$ cat src/lsch_pkg.sv
`default_nettype none

package lsch_pkg;

  // Field widths
  localparam int unsigned OP_W        = 2;
  localparam int unsigned INDEX_W     = 3;
  localparam int unsigned ARRIVAL_W   = 16;
  localparam int unsigned BURST_W     = 16;
  localparam int unsigned TICKET_W    = 8;
  localparam int unsigned RAND_W      = 31;
  localparam int unsigned RUN_W       = 8;
  localparam int unsigned CLOCK_W     = 32;
  localparam int unsigned CLK_SUM_W   = CLOCK_W + 1;
  localparam int unsigned QUANTUM_W   = 8;
  localparam int unsigned PCOUNT_W    = 4;
  localparam int unsigned DONE_CNT_W  = 4;

  localparam logic [DONE_CNT_W-1:0] DONE_CNT_MAX = '1;

  // Defaults
  localparam int unsigned          MAX_PROCS_DEF = 8;
  localparam logic [QUANTUM_W-1:0] QUANTUM_RST   = 8'd3;
  localparam logic [PCOUNT_W-1:0]  PCOUNT_RST    = 4'd4;

  // Register file
  localparam int unsigned APB_ADDR_W = 3;
  localparam int unsigned APB_DATA_W = 32;

  typedef enum logic {
    REG_QUANTUM = 1'b0,
    REG_PCOUNT  = 1'b1
  } reg_e;

  typedef enum logic [OP_W-1:0] {
    OP_LOAD    = 2'd0,
    OP_STEP    = 2'd1,
    OP_RESTART = 2'd2
  } op_e;

  typedef enum logic [2:0] {
    S_IDLE,
    S_SUM,
    S_MOD,
    S_PICK,
    S_EXEC,
    S_RESP
  } state_e;

  typedef struct packed {
    logic [ARRIVAL_W-1:0] arrival;
    logic [BURST_W-1:0]   remaining;
    logic [TICKET_W-1:0]  tickets;
  } entry_t;

  typedef struct packed {
    logic                 idle;
    logic [INDEX_W-1:0]   winner;
    logic [RUN_W-1:0]     run_time;
    logic [CLOCK_W-1:0]   clock_now;
    logic                 first_run;
    logic [CLOCK_W-1:0]   response_time;
    logic                 finished;
    logic [CLOCK_W-1:0]   turnaround;
    logic                 all_done;
  } res_t;

endpackage

`default_nettype wire

$ cat src/lsch_rem_unit.sv
`default_nettype none

module lsch_rem_unit #(
  parameter int unsigned DIVIDEND_W = lsch_pkg::RAND_W,
  parameter int unsigned DIVISOR_W  = 11
) (
  input  wire logic                  clk_i,
  input  wire logic                  rst_ni,
  input  wire logic                  start_i,
  input  wire logic [DIVIDEND_W-1:0] dividend_i,
  input  wire logic [DIVISOR_W-1:0]  divisor_i,
  output logic                       done_o,
  output logic [DIVISOR_W-1:0]       rem_o
);
  import lsch_pkg::*;

  // Restoring remainder, two quotient bits a cycle
  localparam int unsigned BITS_PER_CYCLE = 2;
  localparam int unsigned STEPS = (DIVIDEND_W + BITS_PER_CYCLE - 1) / BITS_PER_CYCLE;
  localparam int unsigned DIV_W = STEPS * BITS_PER_CYCLE;
  localparam int unsigned CNT_W = (STEPS > 1) ? $clog2(STEPS) : 1;

  logic                 busy_q, busy_d;
  logic                 done_q, done_d;
  logic [CNT_W-1:0]     cnt_q, cnt_d;
  logic [DIV_W-1:0]     div_q, div_d;
  logic [DIVISOR_W-1:0] rem_q, rem_d;

  logic [DIVISOR_W-1:0] rem_step;
  logic [DIV_W-1:0]     div_step;

  always_comb begin
    logic [DIVISOR_W:0] trial;
    rem_step = rem_q;
    div_step = div_q;
    for (int k = 0; k < BITS_PER_CYCLE; k++) begin
      trial    = {rem_step, div_step[DIV_W-1]};
      div_step = {div_step[DIV_W-2:0], 1'b0};
      if (trial >= {1'b0, divisor_i}) begin
        trial = trial - {1'b0, divisor_i};
      end
      rem_step = trial[DIVISOR_W-1:0];
    end
  end

  always_comb begin
    busy_d = busy_q;
    done_d = 1'b0;
    cnt_d  = cnt_q;
    div_d  = div_q;
    rem_d  = rem_q;
    if (start_i) begin
      busy_d = 1'b1;
      cnt_d  = '0;
      div_d  = DIV_W'(dividend_i);
      rem_d  = '0;
    end else if (busy_q) begin
      div_d = div_step;
      rem_d = rem_step;
      cnt_d = cnt_q + CNT_W'(1);
      if (cnt_q == CNT_W'(STEPS - 1)) begin
        busy_d = 1'b0;
        done_d = 1'b1;
      end
    end
  end

  always_ff @(posedge clk_i or negedge rst_ni) begin
    if (!rst_ni) begin
      busy_q <= 1'b0;
      done_q <= 1'b0;
      cnt_q  <= '0;
    end else begin
      busy_q <= busy_d;
      done_q <= done_d;
      cnt_q  <= cnt_d;
    end
  end

  always_ff @(posedge clk_i) begin
    div_q <= div_d;
    rem_q <= rem_d;
  end

  assign done_o = done_q;
  assign rem_o  = rem_q;

endmodule

`default_nettype wire

$ cat src/lottery_scheduler.sv
// Lottery time-slice scheduler. Issue one transaction with start_i while busy_o is low:
// a load writes one process entry, a restart clears the clock and the completion
// count, and a step draws one lottery among the processes that have arrived and
// still have work. Every transaction gives exactly one result, shown for a single
// cycle with done_o high; the receiver cannot stall, so capture it in that cycle.
// busy_o stays high from acceptance until the cycle that carries done_o, and a new
// transaction may be issued in that same cycle. A load, a restart and a step that
// finds nothing to do (all work done) skip the table and return their result
// straight from the response state. A full step with n processes in use makes
// two passes over the process table through its single read port (one entry a
// cycle) and uses the shared remainder unit, which resolves the winning ticket two
// bits a cycle over the 31-bit random word. A step with no eligible process skips
// the draw and returns after the first pass. Program quantum and process_count over
// the APB port only while the block is idle.

`default_nettype none

module lottery_scheduler #(
  parameter int unsigned MAX_PROCS = lsch_pkg::MAX_PROCS_DEF
) (
  input  wire logic                             clk_i,
  input  wire logic                             rst_ni,

  // APB register port
  input  wire logic                             psel,
  input  wire logic                             penable,
  input  wire logic                             pwrite,
  input  wire logic [lsch_pkg::APB_ADDR_W-1:0]  paddr,
  input  wire logic [lsch_pkg::APB_DATA_W-1:0]  pwdata,
  output logic      [lsch_pkg::APB_DATA_W-1:0]  prdata,
  output logic                                  pready,

  // Command side
  input  wire logic                             start_i,
  output logic                                  busy_o,
  input  wire logic [lsch_pkg::OP_W-1:0]        op_i,
  input  wire logic [lsch_pkg::INDEX_W-1:0]     entry_index_i,
  input  wire logic [lsch_pkg::ARRIVAL_W-1:0]   arrival_i,
  input  wire logic [lsch_pkg::BURST_W-1:0]     burst_i,
  input  wire logic [lsch_pkg::TICKET_W-1:0]    tickets_i,
  input  wire logic [lsch_pkg::RAND_W-1:0]      random_word_i,

  // Result side
  output logic                                  done_o,
  output logic                                  idle_o,
  output logic      [lsch_pkg::INDEX_W-1:0]     winner_o,
  output logic      [lsch_pkg::RUN_W-1:0]       run_time_o,
  output logic      [lsch_pkg::CLOCK_W-1:0]     clock_now_o,
  output logic                                  first_run_o,
  output logic      [lsch_pkg::CLOCK_W-1:0]     response_time_o,
  output logic                                  finished_o,
  output logic      [lsch_pkg::CLOCK_W-1:0]     turnaround_o,
  output logic                                  all_done_o
);
  import lsch_pkg::*;

  // Table address, process count and ticket total widths
  localparam int unsigned IW    = (MAX_PROCS > 1) ? $clog2(MAX_PROCS) : 1;
  localparam int unsigned NW    = $clog2(MAX_PROCS + 1);
  localparam int unsigned TOT_W = TICKET_W + $clog2(MAX_PROCS);

  function automatic logic [CLOCK_W-1:0] sat_add(input logic [CLOCK_W-1:0] a,
                                                 input logic [CLOCK_W-1:0] b);
    logic [CLK_SUM_W-1:0] s;
    s = {1'b0, a} + {1'b0, b};
    return s[CLOCK_W] ? '1 : s[CLOCK_W-1:0];
  endfunction

  // ---------------------------------------------------------------------------
  // Configuration registers
  // ---------------------------------------------------------------------------
  logic [QUANTUM_W-1:0] quantum_q;
  logic [PCOUNT_W-1:0]  pcount_q;
  reg_e                 reg_sel;

  assign reg_sel = reg_e'(paddr[2]);
  assign pready  = 1'b1;

  always_ff @(posedge clk_i or negedge rst_ni) begin
    if (!rst_ni) begin
      quantum_q <= QUANTUM_RST;
      pcount_q  <= PCOUNT_RST;
    end else if (psel && penable && pwrite) begin
      case (reg_sel)
        REG_QUANTUM: quantum_q <= pwdata[QUANTUM_W-1:0];
        REG_PCOUNT:  pcount_q  <= pwdata[PCOUNT_W-1:0];
        default: ;
      endcase
    end
  end

  always_comb begin
    case (reg_sel)
      REG_QUANTUM: prdata = APB_DATA_W'(quantum_q);
      REG_PCOUNT:  prdata = APB_DATA_W'(pcount_q);
      default:     prdata = '0;
    endcase
  end

  // ---------------------------------------------------------------------------
  // State
  // ---------------------------------------------------------------------------
  state_e                state_q, state_d;
  logic [CLOCK_W-1:0]    clock_q, clock_d;
  logic [DONE_CNT_W-1:0] done_cnt_q, done_cnt_d;
  // work_q mirrors "remaining work is non-zero" per entry, started_q the first-run marks
  logic [MAX_PROCS-1:0]  work_q, work_d;
  logic [MAX_PROCS-1:0]  started_q, started_d;

  // Table scan
  logic [NW-1:0]         idx_q, idx_d;
  logic                  pend_q, pend_d;
  logic [IW-1:0]         pidx_q, pidx_d;
  logic [TOT_W-1:0]      sum_q, sum_d;
  logic [TOT_W-1:0]      total_q, total_d;
  logic [IW-1:0]         win_idx_q, win_idx_d;
  entry_t                win_q, win_d;
  logic [RAND_W-1:0]     rand_q, rand_d;

  // Result assembly and output register
  res_t                  res_q, res_d;
  res_t                  out_q, out_d;
  logic                  done_q, done_d;

  // Process table: one write port, one registered read port
  entry_t                mem [MAX_PROCS];
  logic                  mem_we;
  logic [IW-1:0]         mem_waddr;
  entry_t                mem_wdata;
  logic [IW-1:0]         rd_addr;
  entry_t                rd_q;

  always_ff @(posedge clk_i) begin
    if (mem_we) begin
      mem[mem_waddr] <= mem_wdata;
    end
    rd_q <= mem[rd_addr];
  end

  // ---------------------------------------------------------------------------
  // Shared remainder unit: winning ticket = random word mod ticket total
  // ---------------------------------------------------------------------------
  logic             mod_start;
  logic             mod_done;
  logic [TOT_W-1:0] mod_rem;

  lsch_rem_unit #(
    .DIVIDEND_W (RAND_W),
    .DIVISOR_W  (TOT_W)
  ) u_rem (
    .clk_i      (clk_i),
    .rst_ni     (rst_ni),
    .start_i    (mod_start),
    .dividend_i (rand_q),
    .divisor_i  (total_q),
    .done_o     (mod_done),
    .rem_o      (mod_rem)
  );

  // ---------------------------------------------------------------------------
  // Derived control
  // ---------------------------------------------------------------------------
  logic [NW-1:0]        n_use;
  logic                 any_work;
  logic                 all_done_now;
  logic                 scan_more;
  logic                 elig;
  logic [TOT_W-1:0]     sum_next;
  logic [IW-1:0]        load_idx;
  logic                 load_ok;
  logic [QUANTUM_W-1:0] q_eff;
  logic [RUN_W-1:0]     run;
  logic [BURST_W-1:0]   new_rem;

  // Clamp the process count to the table size
  assign n_use = (32'(pcount_q) > MAX_PROCS) ? NW'(MAX_PROCS) : NW'(pcount_q);

  // Every entry in use has drained its work
  always_comb begin
    any_work = 1'b0;
    for (int i = 0; i < MAX_PROCS; i++) begin
      if ((i < int'(n_use)) && work_q[i]) begin
        any_work = 1'b1;
      end
    end
  end
  assign all_done_now = !any_work;

  assign scan_more = (idx_q < n_use);
  // An entry that returns from the read port takes part if it has arrived and has work
  assign elig      = pend_q && work_q[pidx_q] && (CLOCK_W'(rd_q.arrival) <= clock_q);
  assign sum_next  = sum_q + TOT_W'(rd_q.tickets);

  assign load_idx  = IW'(entry_index_i);
  assign load_ok   = (32'(entry_index_i) < MAX_PROCS);

  // A zero quantum acts as one; run for the smaller of quantum and remaining work
  assign q_eff     = (quantum_q == '0) ? QUANTUM_W'(1) : quantum_q;
  assign run       = (win_q.remaining < BURST_W'(q_eff)) ? RUN_W'(win_q.remaining) : q_eff;
  assign new_rem   = win_q.remaining - BURST_W'(run);

  // ---------------------------------------------------------------------------
  // Sequencer: next state and datapath updates
  // ---------------------------------------------------------------------------
  always_comb begin
    state_d    = state_q;
    clock_d    = clock_q;
    done_cnt_d = done_cnt_q;
    work_d     = work_q;
    started_d  = started_q;
    idx_d      = idx_q;
    pend_d     = 1'b0;
    pidx_d     = pidx_q;
    sum_d      = sum_q;
    total_d    = total_q;
    win_idx_d  = win_idx_q;
    win_d      = win_q;
    rand_d     = rand_q;
    res_d      = res_q;
    out_d      = out_q;
    done_d     = 1'b0;
    mem_we     = 1'b0;
    mem_waddr  = load_idx;
    mem_wdata  = win_q;
    rd_addr    = idx_q[IW-1:0];
    mod_start  = 1'b0;

    case (state_q)
      S_IDLE: begin
        if (start_i) begin
          res_d  = '0;
          rand_d = random_word_i;
          case (op_e'(op_i))
            OP_LOAD: begin
              // Write the entry; out-of-range indexes are dropped
              if (load_ok) begin
                mem_we            = 1'b1;
                mem_waddr         = load_idx;
                mem_wdata.arrival = arrival_i;
                mem_wdata.remaining = burst_i;
                mem_wdata.tickets = (tickets_i == '0) ? TICKET_W'(1) : tickets_i;
                work_d[load_idx]    = (burst_i != '0);
                started_d[load_idx] = 1'b0;
              end
              state_d = S_RESP;
            end
            OP_RESTART: begin
              clock_d    = '0;
              done_cnt_d = '0;
              state_d    = S_RESP;
            end
            OP_STEP: begin
              // Nothing left to run: report the clock unchanged
              if (all_done_now) begin
                state_d = S_RESP;
              end else begin
                idx_d   = '0;
                sum_d   = '0;
                state_d = S_SUM;
              end
            end
            default: state_d = S_RESP;
          endcase
        end
      end

      S_SUM: begin
        // First pass: total the tickets of eligible entries
        if (scan_more) begin
          pend_d = 1'b1;
          pidx_d = idx_q[IW-1:0];
          idx_d  = idx_q + NW'(1);
        end
        if (elig) begin
          sum_d = sum_next;
        end
        if (!scan_more && !pend_q) begin
          if (sum_q == '0) begin
            // Nobody ready: advance the clock by one and flag idle
            clock_d    = sat_add(clock_q, CLOCK_W'(1));
            res_d.idle = 1'b1;
            state_d    = S_RESP;
          end else begin
            total_d   = sum_q;
            mod_start = 1'b1;
            idx_d     = '0;
            sum_d     = '0;
            state_d   = S_MOD;
          end
        end
      end

      S_MOD: begin
        if (mod_done) begin
          state_d = S_PICK;
        end
      end

      S_PICK: begin
        // Second pass: first eligible entry whose running sum exceeds the draw
        if (scan_more) begin
          pend_d = 1'b1;
          pidx_d = idx_q[IW-1:0];
          idx_d  = idx_q + NW'(1);
        end
        if (elig) begin
          sum_d = sum_next;
          if (mod_rem < sum_next) begin
            win_idx_d = pidx_q;
            win_d     = rd_q;
            pend_d    = 1'b0;
            state_d   = S_EXEC;
          end
        end
      end

      S_EXEC: begin
        // Run the winner and write back its remaining work
        mem_we              = 1'b1;
        mem_waddr           = win_idx_q;
        mem_wdata.arrival   = win_q.arrival;
        mem_wdata.remaining = new_rem;
        mem_wdata.tickets   = win_q.tickets;
        work_d[win_idx_q]    = (new_rem != '0);
        started_d[win_idx_q] = 1'b1;
        win_d.remaining      = new_rem;
        clock_d = sat_add(clock_q, CLOCK_W'(run));

        res_d.winner   = INDEX_W'(win_idx_q);
        res_d.run_time = run;
        if (!started_q[win_idx_q]) begin
          res_d.first_run     = 1'b1;
          res_d.response_time = clock_q - CLOCK_W'(win_q.arrival);
        end
        if (new_rem == '0) begin
          res_d.finished = 1'b1;
          if (done_cnt_q != DONE_CNT_MAX) begin
            done_cnt_d = done_cnt_q + DONE_CNT_W'(1);
          end
        end
        state_d = S_RESP;
      end

      S_RESP: begin
        // Register the result; clock and completion status are final by now
        out_d           = res_q;
        out_d.clock_now = clock_q;
        out_d.turnaround = res_q.finished ? (clock_q - CLOCK_W'(win_q.arrival)) : '0;
        out_d.all_done  = all_done_now;
        done_d          = 1'b1;
        state_d         = S_IDLE;
      end

      default: state_d = S_IDLE;
    endcase
  end

  // ---------------------------------------------------------------------------
  // Registers
  // ---------------------------------------------------------------------------
  always_ff @(posedge clk_i or negedge rst_ni) begin
    if (!rst_ni) begin
      state_q <= S_IDLE;
    end else begin
      state_q <= state_d;
    end
  end

  always_ff @(posedge clk_i or negedge rst_ni) begin
    if (!rst_ni) begin
      clock_q    <= '0;
      done_cnt_q <= '0;
      work_q     <= '0;
      started_q  <= '0;
      idx_q      <= '0;
      pend_q     <= 1'b0;
      done_q     <= 1'b0;
    end else begin
      clock_q    <= clock_d;
      done_cnt_q <= done_cnt_d;
      work_q     <= work_d;
      started_q  <= started_d;
      idx_q      <= idx_d;
      pend_q     <= pend_d;
      done_q     <= done_d;
    end
  end

  always_ff @(posedge clk_i) begin
    pidx_q    <= pidx_d;
    sum_q     <= sum_d;
    total_q   <= total_d;
    win_idx_q <= win_idx_d;
    win_q     <= win_d;
    rand_q    <= rand_d;
    res_q     <= res_d;
    out_q     <= out_d;
  end

  // ---------------------------------------------------------------------------
  // Outputs
  // ---------------------------------------------------------------------------
  assign busy_o          = (state_q != S_IDLE);
  assign done_o          = done_q;
  assign idle_o          = out_q.idle;
  assign winner_o        = out_q.winner;
  assign run_time_o      = out_q.run_time;
  assign clock_now_o     = out_q.clock_now;
  assign first_run_o     = out_q.first_run;
  assign response_time_o = out_q.response_time;
  assign finished_o      = out_q.finished;
  assign turnaround_o    = out_q.turnaround;
  assign all_done_o      = out_q.all_done;

endmodule

`default_nettype wire

$ cat config.mk
export PLATFORM = sky130hd
export DESIGN_NAME = lottery_scheduler
export DESIGN_NICKNAME = d
export VERILOG_FILES = /design/src/lsch_pkg.sv /design/src/lsch_rem_unit.sv /design/src/lottery_scheduler.sv
export SDC_FILE = /design/constraint.sdc
export NUM_CORES = 1
export LEC_CHECK = 0
export BUFFER_PORTS_ARGS = -buffer_cell sky130_fd_sc_hd__buf_2
export CAP_MARGIN = 40
export CORE_ASPECT_RATIO = 0.8
export CORE_MARGIN = 2
export CORE_UTILIZATION = 50
export CTS_CLUSTER_DIAMETER = 30
export DETAILED_ROUTE_END_ITERATION = 12
export GPL_ROUTABILITY_DRIVEN = 0
export PLACE_DENSITY_LB_ADDON = 0.12
export SLEW_MARGIN = 20
export SYNTH_ARGS = -nofsm -noshare
export SYNTH_HDL_FRONTEND = slang
export SYNTH_SLANG_ARGS = --single-unit
$ cat constraint.sdc
create_clock -name clk_i -period 9.5 [get_ports clk_i]
set_input_delay 1.9 -clock clk_i [delete_from_list [all_inputs] [get_ports clk_i]]
set_output_delay 1.9 -clock clk_i [all_outputs]
set_load 0.02 [all_outputs]
==> flow_summary_export.csv, run 1 <==
group,metric,value,unit
routing,drc,0,
worst_setup_path,path_cells,"or4_1, or3_1, nand4b_1, mux2i_1, ha_1, inv_1, fa_1, a211oi_1, o21ai_0, a2111oi_1, xnor2_1, nand2b_1, nor4b_2, buf_4, nand2_1, nand2_1",
finish,final_nets,3052,
sta,hold_viol_final,0,
synthesis,syn_area_per_cell,13.10,um2
clock_tree,h-tree-depth,4,
routing,drt_first_pass_iters,8,
sta,fin_crit,6.515,ns
finish,syn2layout_area_growth,20.06,%
pwr,p_leak,0.01511,uW
synthesis,synth_top_cell_by_area,"edfxtp_1",
worst_setup_path,cp_common_cell,"nand2_1",
synthesis,synth_common_cells,"edfxtp_1 (607), nand2_1 (267), nor2_1 (199), a21oi_1 (140), o21ai_0 (120)",
clock_tree,cts_tree,"yes",
worst_setup_path,critPathArrivalTime,6.91,ns
clock_tree,numCtsBuffers,130,
synthesis,synth_cell_types,83,
finish,seq_area,21160,um2
pwr,power_density,349.1,nW/um2
die,fp.dieH,235.7,um
placed_design,hpwl,56110,um
worst_setup_path,crit_path_max_fanout,11,
synthesis,synthArstFlopShare,10.22,%
die,initial_core_util,50.77,%
synthesis,synth_top_area_share,54.31,%
global_route,grtUsageTotal,25.15,%
sta,setup_viol,0,
worst_setup_path,crit_slowest_cell,"mux2i_1",
clock_tree,clock-sinks,734,
finish,final_area,40300,um2
synthesis,yosysMostFrequentCell,"edfxtp_1",
hold_path,hp-class,"register to register",
synthesis,synth_area_leaders,"edfxtp_1 (54%), mux4_2 (5.6%), dfrtp_1 (5.4%)",
sta,fmax,0.1535,GHz
sta,fin_tns_setup,0,ns
run,cap_violations,0,
sta,rsz0062_at_grt,"no",
clock_tree,cts_hold_buf,0,
worst_setup_path,critPathKind,"register to register",
sta,fin_skew,0.03348,ns
synthesis,synth-seq-cells,734,
clock_tree,path_clk_slew,0.05,ns
finish,drive_above_1_share,22.71,%
routing,wl_per_cell,22.70,um
finish,fillerInstances,5021,
global_route,grt_pass1_vias,22550,
routing,routed_wl,86120,um
synthesis,synth_area,33560,um2
clock_tree,clk_path_buf_depth,3,
die,fp.dieW,293.7,um
routing,via_count,22439,
worst_setup_path,r2r_slack,2.99,ns
synthesis,synth_warnings,0,
placed_design,portBuffers,211,
routing,drt_iter0_markers,2074,
global_route,grt_max_degree,57,
die,std_cell_rows,84,
outcome,status,"completed",
synthesis,synth-edff-count,607,
sta,slew_viol_final,0,
worst_setup_path,critPathLaunchType,"register",
worst_setup_path,slowest_delay,0.84,ns
placed_design,dpl_cell_area,35570,um2
global_route,overflow,0,
clock_tree,postCtsSetupRepairBufs,0,
finish,multi_input_area,11560,um2
clock_tree,cts_resized,0,
worst_setup_path,crit_path_end_kind,"register",
clock_tree,clockRootBuffer,"clkbuf_16",
sta,min_period_over_period,68.58,%
synthesis,seq_area_frac_synth,63.01,%
die,fp.coreArea,66110,um2
synthesis,synth_cells,2562,
global_route,grt_pass1_wl,132700,um
sta,tightest_slew,0.9152,ns
worst_setup_path,cp_data_required_time,9.90,ns
finish,final_core_util,60.96,%
sta,slew_headroom,37.24,%
clock_tree,clk_latency,0.70,ns
die,ios,263,
pwr,max-vdd-ir-drop,0.2012,mV
synthesis,yosys_most_used_dff,"edfxtp_1",
global_route,antenna_found_initial,3,
routing,ant_nets,0,
routing,avgViaCountPerCell,5.914,
die,dieArea,69230,um2
[cell families (layout without fill, tap and decap cells)]
logic type               after synthesis  count (layout)  synth area share [%]
AO/OA/AOI/OAI                        509             509                 9.521
XOR/XNOR                              78              78                 2.035
adder cells (fa/ha/maj)              107             107                 4.123
buffers and inverters                247             595                 3.131
flip-flops                           734             734                 63.01
multiplexers                         160             160                 8.134
other                                  2              26               0.02237
AND/OR/NAND/NOR                      725             725                 10.02
[cells in the final DEF (no fill, tap or decap), types with 44 or more instances in the layout]
cell type,Yosys,layout
nor3_1,48,47
buf_2,6,216
o21ai_0,120,118
xnor2_1,44,44
edfxtp_1,607,607
nand2_1,267,266
ha_1,101,101
clkbuf_16,0,137
inv_1,97,97
dfrtp_1,72,69
a21oi_1,140,140
mux2_2,58,58
dfxtp_1,52,52
nor2_1,199,189
mux4_2,84,84
[area by class of cell]
cell class	count	area share (%)
flip-flops and latches	734	52.50
multi-input cells	1604	28.68
clock buffers	155	8.824
repair buffers	260	3.716
clock inverters	82	2.689
well taps	860	2.670
inverters	98	0.9128
diodes	1	0.006210
[flip-flops by register name (all words and copies together) (netlist names), 11 cells and up]
| signal | count |
|---|---|
| mem | 320 |
| res_q | 46 |
| rd_q | 40 |
| win_q | 40 |
| clock_now_o | 32 |
| clock_q | 32 |
| response_time_o | 32 |
| turnaround_o | 32 |
| u_rem.div_q | 32 |
| rand_q | 31 |
| sum_q | 11 |
| total_q | 11 |
| u_rem.rem_o | 11 |
[worst max-delay path, delay by kind of cell (launching register included)]
family	cells	cell delay [ns]
AND/OR/NAND/NOR	7	2.16
AO/OA/AOI/OAI	3	1.43
multiplexers	1	0.84
adder cells (fa/ha/maj)	2	0.72
flip-flops	1	0.54
buffers and inverters	2	0.30
XOR/XNOR	1	0.22
[per-layer routing]
layer	vias to the layer above	global-route usage, %	wire, um
li1	10234	-	-
met1	11187	36.18	38870
met2	901	37.90	38790
met3	113	6.174	7136
met4	4	7.730	1304
met5	-	0	17
[worst paths after layout]
path	startpoint	end	cells after the start
max	win_q[16]$_DFFE_PP_	res_q[33]$_SDFFCE_PP1P_	16
min	res_q[107]$_SDFFCE_PN0P_	winner_o[0]$_DFFE_PP_	0
max reg2reg	win_q[16]$_DFFE_PP_	res_q[33]$_SDFFCE_PP1P_	16
min reg2reg	res_q[107]$_SDFFCE_PN0P_	winner_o[0]$_DFFE_PP_	0
max in group asynchronous	rst_ni	quantum_q[0]$_DFFE_PN1P_	3
min in group asynchronous	rst_ni	u_rem.busy_q$_DFF_PN0_	1
[metrics by stage]
step | worst slack, ns | hold slack, ns | std cells | power, uW
floorplan | 0.3363 | 0.4003 | 2585 | 7961
global placement | 2.909 | 0.4039 | 3540 | 9019
detailed placement | 3.260 | 0.4045 | 3548 | 9182
CTS | 3.171 | 0.4037 | 3785 | 14090
global route | 2.738 | 0.4121 | 3793 | 14840
finish | 2.985 | 0.4085 | 3794 | 14070
[power breakdown]
part | leakage (uW) | switching [uW] | internal, uW
Clock | 0.00224 | 1600 | 3260
Combinational | 0.00591 | 2600 | 1830
Sequential | 0.00695 | 518 | 4260
Total | 0.0151 | 4720 | 9350
(Power assumes the default switching activity.)
==> run 2: changes to the inputs <==
==> constraint.sdc (replaced) <==
create_clock -name clk_i -period 6.3 [get_ports clk_i]
set_input_delay 1.26 -clock clk_i [delete_from_list [all_inputs] [get_ports clk_i]]
set_output_delay 1.26 -clock clk_i [all_outputs]
set_load 0.02 [all_outputs]
==> flow_summary_export.csv, run 2 (synthesis gave the netlist of run 1 again) <==
group,metric,value,unit
finish,fillerInstances,5131,
finish,top_register,"mem",
worst_setup_path,critPathArrivalTime,6.41,ns
routing,top_layer,"met5",
routing,via_count,22685,
global_route,grt_pass1_wl,133000,um
die,fp.dieH,235.7,um
routing,wl_per_cell,22.66,um
routing,drt_first_pass_iters,8,
routing,met3_length,7281,um
clock_tree,path_clk_slew,0.05,ns
sta,fmax,0.1668,GHz
clock_tree,h-tree-depth,4,
sta,rsz0062_at_grt,"no",
sta,hold_viol_final,0,
worst_setup_path,critPathKind,"register to register",
routing,drc,0,
placed_design,portBuffers,211,
clock_tree,clk_latency,0.72,ns
finish,largest_reg_flops,320,
routing,wl_met2,38540,um
finish,syn2layout_area_growth,20.54,%
finish,mostFrequentLayoutCells,"edfxtp_1 (607), nand2_1 (266), buf_2 (217), nor2_1 (189), a21oi_1 (140)",
finish,n_antenna_cell,0,
clock_tree,cts_tree,"yes",
pwr,total_power,21280,uW
sta,fin_tns_setup,0,ns
clock_tree,numCtsBuffers,134,
worst_setup_path,cp_data_required_time,6.72,ns
worst_setup_path,critPathLaunchType,"register",
pwr,p_leak,0.01517,uW
finish,final_nets,3059,
routing,ant_nets,0,
global_route,overflow,0,
worst_setup_path,crit_path_max_fanout,11,
routing,drt-met1-wl,38900,um
routing,drt_iter0_markers,2300,
clock_tree,clock-sinks,734,
outcome,status,"completed",
global_route,antenna_found_initial,4,
finish,final_common_cell,"edfxtp_1",
sta,slew_headroom,38.17,%
sta,fin_crit,5.995,ns
sta,slew_viol_final,0,
die,dieArea,69230,um2
die,fp.coreArea,66110,um2
sta,tightest_slew,0.9177,ns
worst_setup_path,crit_path_end_kind,"register",
die,ios,263,
die,initial_core_util,50.77,%
global_route,grtUsageTotal,25.22,%
clock_tree,clockRootBuffer,"clkbuf_16",
clock_tree,clk_path_buf_depth,3,
placed_design,hpwl,56380,um
run,cap_violations,0,
clock_tree,cts_hold_buf,0,
finish,drive_above_1_share,22.94,%
pwr,power_density,525.9,nW/um2
sta,fin_skew,0.03043,ns
die,std_cell_rows,84,
die,fp.dieW,293.7,um
routing,routed_wl,86270,um
global_route,grt_pass1_vias,22794,
routing,avgViaCountPerCell,5.959,
hold_path,hp-class,"register to register",
sta,setup_viol,0,
sta,min_period_over_period,95.16,%
global_route,grt_max_degree,110,
finish,reg.largest.list,"mem x320, res_q x46",
pwr,max-vdd-ir-drop,0.3680,mV
clock_tree,postCtsSetupRepairBufs,0,
-- run 2: cell types whose count changed in the layout (fill, tap and decap cells not counted), sizes merged --
cell,delta
clkinvlp,-1
clkbuf,+5
buf,+3
clkinv,+7
diode,-1
bufinv,-4
inv,+4
-- run 2: final cells by class --
| class | instances | area [um2] | share of cell area, % |
|---|---|---|---|
| sequential | 734 | 21160 | 52.29 |
| multi-input combinational | 1604 | 11570 | 28.60 |
| clock buffer | 160 | 3616 | 8.938 |
| timing repair buffer | 263 | 1560 | 3.857 |
| clock inverter | 88 | 1110 | 2.743 |
| tap | 860 | 1076 | 2.660 |
| inverter | 98 | 367.9 | 0.9092 |
-- run 2: repair_timing --
item / in CTS / in global routing
hold endpoints to repair: 0 / 0
gates resized for setup: 0 / 2
endpoints found under the setup margin: 0 / 9
-- run 2: worst max-delay path: stages (launching register included) --
cell	delay, ns
edfxtp_1	0.55
or4_1	0.58
or3_1	0.42
nand4b_1	0.56
mux2i_2	0.57
ha_1	0.26
inv_1	0.06
fa_1	0.42
a211oi_1	0.38
o21ai_0	0.25
a21oi_1	0.42
xor2_1	0.17
nor4b_1	0.34
nor4b_2	0.33
buf_4	0.24
nand2_1	0.06
nand2_1	0.10
-- run 2: per-stage QoR --
stage	hold slack [ns]	instance area (um2)	instances	setup slack [ns]	util, %
after floorplan	0.4003	33660	2585	0.7180	-
after global placement	0.4047	35540	3544	0.3293	53.75
after detailed placement	0.4045	35660	3553	0.2449	53.94
after CTS	0.4135	40390	3801	0.2221	61.09
after global routing	0.4189	40460	3807	0.01086	61.20
final	0.4121	40460	3807	0.3048	61.20
-- run 2: final timing paths --
path | slack [ns] | depth (start not counted) | endpoint | startpoint
worst max-delay path | 0.30 | 16 | res_q[33]$_SDFFCE_PP1P_ | win_q[16]$_DFFE_PP_
worst min-delay path | 0.41 | 0 | response_time_o[24]$_DFFE_PP_ | res_q[58]$_SDFFCE_PN0P_
worst max register to register | 0.30 | 16 | res_q[33]$_SDFFCE_PP1P_ | win_q[16]$_DFFE_PP_
worst min register to register | 0.41 | 0 | response_time_o[24]$_DFFE_PP_ | res_q[58]$_SDFFCE_PN0P_
max in group asynchronous | 4.69 | 2 | idx_q[0]$_DFFE_PN0P_ | rst_ni
min in group asynchronous | 0.54 | 1 | done_o$_DFF_PN0_ | rst_ni
-- run 2: where the power goes --
group	internal, uW	switching, uW	total [uW]
sequential	6430	670	7100
clock	4860	2550	7400
combinational	2770	4010	6780
total	14100	7230	21300
-- run 2: routing by layer --
metal / up-vias / global-route usage [%]
li1: 10255 / -
met1: 11368 / 36.70
met2: 916 / 37.50
met3: 142 / 6.354
met4: 4 / 7.607
met5: - / 0
